--- src/sv/plob_pkg.sv ---
`default_nettype none
// ----------------------------------------------------------------------------
// plob_pkg: shared types and constants of the price-level order book
// Widths of request and result words, queue entry and side control types.
// ----------------------------------------------------------------------------
package plob_pkg;

	localparam int LEVELS   = 256;
	localparam int CNT_W    = $clog2(LEVELS + 1);
	localparam int PRICE_W  = 40;
	localparam int QTY_W    = 48;
	localparam int SUM_W    = 56;
	localparam int MID_W    = 41;
	localparam int SHARE_W  = 16;
	localparam int QDEPTH   = 2;
	localparam int QPTR_W   = $clog2(QDEPTH);
	localparam int QCNT_W   = $clog2(QDEPTH + 1);
	localparam logic [SHARE_W-1:0] SHARE_HALF = 16'd32768;

	localparam logic REQ_LEVEL = 1'b0;
	localparam logic REQ_CLEAR = 1'b1;

	typedef enum logic [1:0] {
		OP_CLEAR,
		OP_SET,
		OP_ERASE
	} op_t;

	typedef struct packed {
		logic               req_type;
		logic               side;
		logic [PRICE_W-1:0] price;
		logic [QTY_W-1:0]   qty;
	} req_t;

	typedef struct packed {
		logic [PRICE_W-1:0] top_bid;
		logic [PRICE_W-1:0] top_ask;
		logic [MID_W-1:0]   mid_half_ticks;
		logic [SUM_W-1:0]   bid_total;
		logic [SUM_W-1:0]   ask_total;
		logic [SHARE_W-1:0] bid_share;
		logic               side_full;
	} rsp_t;

	typedef struct packed {
		op_t                op;
		logic               side;
		logic [PRICE_W-1:0] price;
		logic [QTY_W-1:0]   qty;
	} job_t;

	typedef struct packed {
		logic               cmp;
		logic               upd;
		op_t                op;
		logic [PRICE_W-1:0] price;
		logic [QTY_W-1:0]   qty;
	} side_cmd_t;

	typedef struct packed {
		logic               nz;
		logic [PRICE_W-1:0] top;
		logic [SUM_W-1:0]   sum;
		logic               full;
	} side_stat_t;

endpackage
`default_nettype wire

--- src/sv/plob_front.sv ---
`default_nettype none
// ----------------------------------------------------------------------------
// plob_front: request intake
// Classifies each request word into clear, set or erase and holds it in a
// short queue until the back end takes it.
// ----------------------------------------------------------------------------
module plob_front (
	input  wire logic           clk,
	input  wire logic           arst_n,
	input  wire logic           start,
	output logic                busy,
	input  wire plob_pkg::req_t req,
	output logic                q_valid,
	output plob_pkg::job_t      q_job,
	input  wire logic           pop
);

	plob_pkg::job_t                  ent_q [plob_pkg::QDEPTH];
	logic [plob_pkg::QPTR_W-1:0]     wr_q, rd_q;
	logic [plob_pkg::QCNT_W-1:0]     cnt_q;
	plob_pkg::job_t                  job_c;
	logic                            push;

	always_comb begin
		job_c.side  = req.side;
		job_c.price = req.price;
		job_c.qty   = req.qty;
		if (req.req_type == plob_pkg::REQ_CLEAR) begin
			job_c.op = plob_pkg::OP_CLEAR;
		end else if (req.qty == '0) begin
			job_c.op = plob_pkg::OP_ERASE;
		end else begin
			job_c.op = plob_pkg::OP_SET;
		end
	end

	assign busy    = (cnt_q == plob_pkg::QCNT_W'(plob_pkg::QDEPTH));
	assign push    = start && !busy;
	assign q_valid = (cnt_q != '0);
	assign q_job   = ent_q[rd_q];

	always_ff @(posedge clk) begin
		if (push) begin
			ent_q[wr_q] <= job_c;
		end
	end

	always_ff @(posedge clk or negedge arst_n) begin
		if (!arst_n) begin
			wr_q  <= '0;
			rd_q  <= '0;
			cnt_q <= '0;
		end else begin
			if (push) begin
				wr_q <= wr_q + 1'b1;
			end
			if (pop && q_valid) begin
				rd_q <= rd_q + 1'b1;
			end
			cnt_q <= cnt_q + plob_pkg::QCNT_W'(push) - plob_pkg::QCNT_W'(pop && q_valid);
		end
	end

endmodule
`default_nettype wire

--- config.mk ---
export PLATFORM = sky130hd
export DESIGN_NAME = plob_front
export DESIGN_NICKNAME = d
export VERILOG_FILES = /design/src/sv/plob_pkg.sv /design/src/sv/plob_front.sv
export SDC_FILE = /design/constraint.sdc
export NUM_CORES = 1
export LEC_CHECK = 0
export BUFFER_PORTS_ARGS = -buffer_cell sky130_fd_sc_hd__buf_2
export CORE_MARGIN = 4
export CORE_UTILIZATION = 54
export CTS_BUF_LIST = sky130_fd_sc_hd__clkbuf_2 sky130_fd_sc_hd__clkbuf_4 sky130_fd_sc_hd__clkbuf_8
export DETAILED_ROUTE_END_ITERATION = 10
export PLACE_DENSITY = 0.82
export SLEW_MARGIN = 20
export SYNTH_ARGS = -nofsm -noshare
export SYNTH_HDL_FRONTEND = slang
export SYNTH_SLANG_ARGS = --single-unit
export TNS_END_PERCENT = 50
--- constraint.sdc ---
create_clock -name clk -period 6.9 [get_ports clk]
set_input_delay 0.69 -clock clk [delete_from_list [all_inputs] [get_ports clk]]
set_output_delay 0.69 -clock clk [all_outputs]
set_load 0.02 [all_outputs]
==> results of run 1 <==
how the worst min path moves through the flow:
stage                                   from                endpoint  slack, ns  depth (start not counted)
final                                req[83]  ent_q[0][83]$_DFFE_PP_       0.43                          1
after global routing                 req[79]  ent_q[1][79]$_DFFE_PP_       0.38                          1
after CTS                            req[79]  ent_q[1][79]$_DFFE_PP_       0.39                          1
after detailed placement              arst_n        wr_q$_DFFE_PN0P_       0.50                          1
after global placement    cnt_q[1]$_DFF_PN0_      cnt_q[1]$_DFF_PN0_       0.48                          1
after floorplan                       arst_n      cnt_q[0]$_DFF_PN0_       0.39                          0
routing by layer:
| metal | GRT usage | vias to the layer above | wire [µm] |
|---|---|---|---|
| li1 | - | 1673 | - |
| met1 | 0.206 | 1753 | 4860 |
| met4 | 0.0679 | 2 | 224 |
| met2 | 0.289 | 134 | 6410 |
| met5 | 0 | - | 13 |
| met3 | 0.0625 | 27 | 1010 |
placed cells by master (no fill, tap or decap), drive strengths merged, types with 2 or more instances in the layout:
| cell type | Yosys | final |
|---|---|---|
| buf | 10 | 190 |
| edfxtp | 182 | 182 |
| mux2 | 91 | 91 |
| clkbuf | 0 | 18 |
| nor4 | 12 | 12 |
| clkinv | 0 | 8 |
| bufinv | 0 | 4 |
| dfrtp | 4 | 4 |
| and4 | 3 | 3 |
| xnor2 | 3 | 3 |
| inv | 2 | 2 |
| ha | 2 | 2 |
report_power, final:
part / leakage [nW] / internal, W / switching (W)
sequential: 1.74 / 0.00154 / 0.000103
clock: 0.208 / 0.000387 / 0.000336
combinational: 1.21 / 0.000488 / 0.000720
per-stage QoR:
step	hold slack (ns)	setup WS (ns)	instance area, µm²	power [W]
floorplan	0.394	1.78	6920	0.00254
global placement	0.476	3.98	7990	0.00284
detailed placement	0.498	3.88	8020	0.00289
CTS	0.389	3.99	8420	0.00361
global route	0.376	3.91	8450	0.00375
finish	0.426	4.03	8450	0.00358
cells by family after synthesis:
logic type / after synthesis / synth area share
AO/OA/AOI/OAI: 1 / 0.000905
XOR/XNOR: 4 / 0.00507
adder cells (fa/ha/maj): 2 / 0.00362
buffers and inverters: 12 / 0.0165
flip-flops: 186 / 0.805
multiplexers: 91 / 0.148
AND/OR/NAND/NOR: 22 / 0.0212
flip-flops by register name, summed over array words and instances (netlist names):
name   flops
cnt_q      2
rd_q       1
wr_q       1
ent_q    182
worst max-delay path: cells and delay by family, from the launching register on:
family                 cells  cell delay, ns
muxes                      1            0.39
DFF                        1            0.81
buffers and inverters      2            0.49
area by class of cell:
cell class	instances	area, µm²
clock buffers	18	241
clock inverters	12	156
fillers	887	4120
inverters	2	7.51
multi-input cells	120	1250
flip-flops and latches	186	5570
well taps	172	215
repair buffers	191	1010
==> results.json, run 1 <==
{
  "drc": 0,
  "fin_nets": 614,
  "syn_avg_cell_area_um2": 21.8,
  "synth_most_common_cell": "edfxtp_1",
  "antenna_found_initial": 2,
  "cts_buffer_depth": 2,
  "cts_tree": "yes",
  "skew_ns": 0.00552,
  "required_ns": 6.21,
  "synth.area.top_cells": "edfxtp_1 79%, mux2_2 15%, buf_6 1.5%, dfrtp_1 1.4%, nor4_1 1.1%",
  "postRouteWirelength_mm": 12.5,
  "min_path_type": "primary input to flop",
  "max_slew_margin": 0.553,
  "async_reset_ff_frac": 0.0215,
  "leakagePower_nw": 3.15,
  "synthToLayoutAreaGrowth_pct": 22.2,
  "setup_violations": 0,
  "cp-endpoint": "q_job[2]",
  "place.gp.congestion": 0.790,
  "initial_utilization": 0.550,
  "drive_gt1_frac": 0.592,
  "num_antenna_cells": 0,
  "synth_nets": 414,
  "drv_cap": 0,
  "overflow": 0,
  "maxSlewViolCount": 0,
  "slowest_stage": "dfrtp_4",
  "fin_util": 0.672,
  "dp_cells": 669,
  "hold_buffers": 1,
  "tns_ns": 0,
  "cts_setup_buffers": 0,
  "synth_cell_types": 19,
  "numClockSinks": 186,
  "dieArea_mm2": 0.0147,
  "grt_pass1_wl_mm": 18.9,
  "dieHeight_um": 121,
  "synthCells": 318,
  "yosysSeqAreaShare": 0.805,
  "synth_commonest_cells": "182 x edfxtp_1, 91 x mux2_2, 12 x nor4_1, 9 x buf_6, 4 x dfrtp_1",
  "endpoint_kind": "output pin",
  "viasPerCell": 5.12,
  "core_region_area_mm2": 0.0126,
  "die_w_um": 121,
  "clkLatencyLatePin_ns": 0.45,
  "status": "finished clean",
  "critical_path_peak_fanout": 53,
  "crit_path_max_incr_delay_ns": 0.81,
  "drtAntennaViolNets": 0,
  "yosysWarnings": 0,
  "rsz0062_at_grt": "no",
  "cts_root_buf": "clkbuf_8",
  "clkTransAtPathRegs_ns": 0.08,
  "routedWlPerCell_um": 17.9,
  "ys_ff_latch": 186,
  "vdd_drop_max_mv": 0.405,
  "cts_max_level": 4,
  "powerDensity_mw_per_mm2": 423,
  "arrival_ns": 2.18,
  "vias": 3589,
  "cts_resized": 0,
  "crit_start": "rd_q$_DFFE_PN0P_",
  "reg2reg_slack_ns": 4.62,
  "grt_pass1_vias": 3702,
  "portBuffers": 186,
  "ios": 187,
  "crit_type": "flop to output pin",
  "dp_hpwl_mm": 8.60,
  "start_kind": "flop",
  "reg2reg_from": "cnt_q[1]$_DFF_PN0_",
  "finalHoldViolCount": 0,
  "cts_buffers": 17,
  "ys.flop_type": "edfxtp_1",
  "worstMarginPinSlew_ns": 0.670,
  "synth_edf_count": 182,
  "dr.pass1.iters": 4,
  "grt_max_degree": 54,
  "row_count": 41,
  "worstPathCellList": "buf_16, mux2_2, buf_2",
  "track_usage": 0.173,
  "fmax_mhz": 348,
  "period_minus_slack_ns": 2.87,
  "yosys.area.top_type": "edfxtp_1",
  "r2r_end": "ent_q[0][61]$_DFFE_PP_",
  "yosysTopAreaCellShare": 0.790,
  "r2r_cells": 4,
  "instances_no_fill": 701,
  "initialDrtViolationCount": 221,
  "post-route-period-util": 0.416,
  "synth_area_mm2": 0.00692
}
(Power assumes the default switching activity.)
==> run 2: changes to the inputs <==
==> constraint.sdc (replaced) <==
create_clock -name clk -period 2.75 [get_ports clk]
set_input_delay 0.275 -clock clk [delete_from_list [all_inputs] [get_ports clk]]
set_output_delay 0.275 -clock clk [all_outputs]
set_load 0.02 [all_outputs]
==> results.json, run 2 (same netlist as run 1, synthesis figures left out) <==
{
  "status": "finished clean",
  "grt_max_degree": 92,
  "synthToLayoutAreaGrowth_pct": 28.2,
  "cts_tree": "yes",
  "postRouteWirelength_mm": 13.5,
  "maxSlewViolCount": 0,
  "vias": 3817,
  "numClockSinks": 186,
  "largest_reg_flops": 182,
  "drv_cap": 0,
  "cts_root_buf": "clkbuf_8",
  "placed_area_mm2": 0.00805,
  "final_area_mm2": 0.00886,
  "top_regs": "ent_q: 182 flops, cnt_q: 2 flops",
  "cts_buffer_depth": 2,
  "finalHoldViolCount": 0,
  "overflow": 0,
  "layout_commonest_cell": "buf_2",
  "skew_ns": 0.0109,
  "dp_hpwl_mm": 8.49,
  "setup_violations": 0,
  "start_kind": "flop",
  "post-route-period-util": 0.871,
  "row_count": 41,
  "setup_slack_ns": 0.354,
  "largest_register": "ent_q",
  "core_region_area_mm2": 0.0126,
  "required_ns": 2.48,
  "min_path_type": "primary input to flop",
  "final_cell_mix": "186 x buf_2, 182 x edfxtp_1, 91 x mux2_2, 44 x dlygate4sd3_1, 17 x clkbuf_8",
  "initial_utilization": 0.550,
  "place.gp.congestion": 0.728,
  "dieHeight_um": 121,
  "cts_buffers": 17,
  "clkLatencyLatePin_ns": 0.44,
  "cts_max_level": 4,
  "dr.pass1.iters": 4,
  "drc": 0,
  "powerDensity_mw_per_mm2": 1010,
  "fmax_mhz": 417,
  "ios": 187,
  "worstMarginPinSlew_ns": 0.551,
  "antenna_found_initial": 0,
  "max_slew_margin": 0.633,
  "endpoint_kind": "output pin",
  "period_minus_slack_ns": 2.40,
  "fin_nets": 658,
  "initialDrtViolationCount": 209,
  "clkTransAtPathRegs_ns": 0.09,
  "grt_pass1_vias": 3901,
  "crit_type": "flop to output pin",
  "num_antenna_cells": 0,
  "tns_ns": 0,
  "fin_util": 0.705,
  "routedWlPerCell_um": 18.0,
  "dieArea_mm2": 0.0147,
  "viasPerCell": 5.11,
  "place_ws_ns": 0.780,
  "drive_gt1_frac": 0.551,
  "leakagePower_nw": 3.32,
  "track_usage": 0.180,
  "portBuffers": 186,
  "die_w_um": 121,
  "drtAntennaViolNets": 0,
  "rsz0062_at_grt": "no",
  "critical_path_peak_fanout": 38,
  "vdd_drop_max_mv": 0.600,
  "arrival_ns": 2.12,
  "grt_pass1_wl_mm": 19.9
}
## run 2: worst paths after layout
| kind | slack [ns] | cells past startpoint | end | from |
|---|---|---|---|---|
| max | 0.35 | 3 | q_job[14] | rd_q$_DFFE_PN0P_ |
| max in group asynchronous | 2.43 | 2 | rd_q$_DFFE_PN0P_ | arst_n |
| max reg2reg | 0.94 | 7 | cnt_q[1]$_DFF_PN0_ | cnt_q[1]$_DFF_PN0_ |
| min | 0.03 | 1 | ent_q[1][41]$_DFFE_PP_ | req[41] |
| min in group asynchronous | 0.18 | 2 | cnt_q[0]$_DFF_PN0_ | arst_n |
| min reg2reg | 0.51 | 1 | cnt_q[1]$_DFF_PN0_ | cnt_q[1]$_DFF_PN0_ |
## run 2: critical path, cell delays in order (launching register included)
cell     delay, ns
dfrtp_4       0.78
buf_4         0.37
mux2_2        0.37
buf_2         0.16
## run 2: cell type report
class / count / area (µm²)
clock inverters: 13 / 128
well taps: 172 / 215
multi-input cells: 120 / 1250
fillers: 789 / 3700
inverters: 2 / 7.51
repair buffers: 235 / 1450
flip-flops and latches: 186 / 5570
clock buffers: 19 / 249
## run 2: repair_timing
| action | in CTS | in global routing |
|---|---|---|
| endpoints found under the hold margin | 55 | 33 |
| endpoints found under the setup margin | 0 | 0 |
| setup buffers | 0 | 0 |
| resized for setup | 0 | 0 |
| hold buffers | 27 | 17 |
## run 2: routing by layer
metal / global-route usage / up-vias / wire [µm]
li1: - / 1770 / -
met1: 0.227 / 1883 / 5400
met2: 0.300 / 147 / 6860
met3: 0.0531 / 17 / 1030
met4: 0.0588 / 0 / 183
met5: 0 / - / 0
## run 2: power by group
group	internal, W	leakage (nW)	switching (W)
Clock	0.000818	0.188	0.000880
Combinational	0.00127	1.39	0.00183
Sequential	0.00387	1.74	0.000261
Total	0.00596	3.32	0.00298
## run 2: stage by stage
step           power [W]  std cells  hold WS [ns]
4_1_cts          0.00899        730      0.000917
3_3_place_gp     0.00720        671        0.0883
5_1_grt          0.00937        747      -0.00159
2_1_floorplan    0.00635        318       -0.0206
6_report         0.00893        747        0.0345
3_5_place_dp     0.00728        671        0.0909
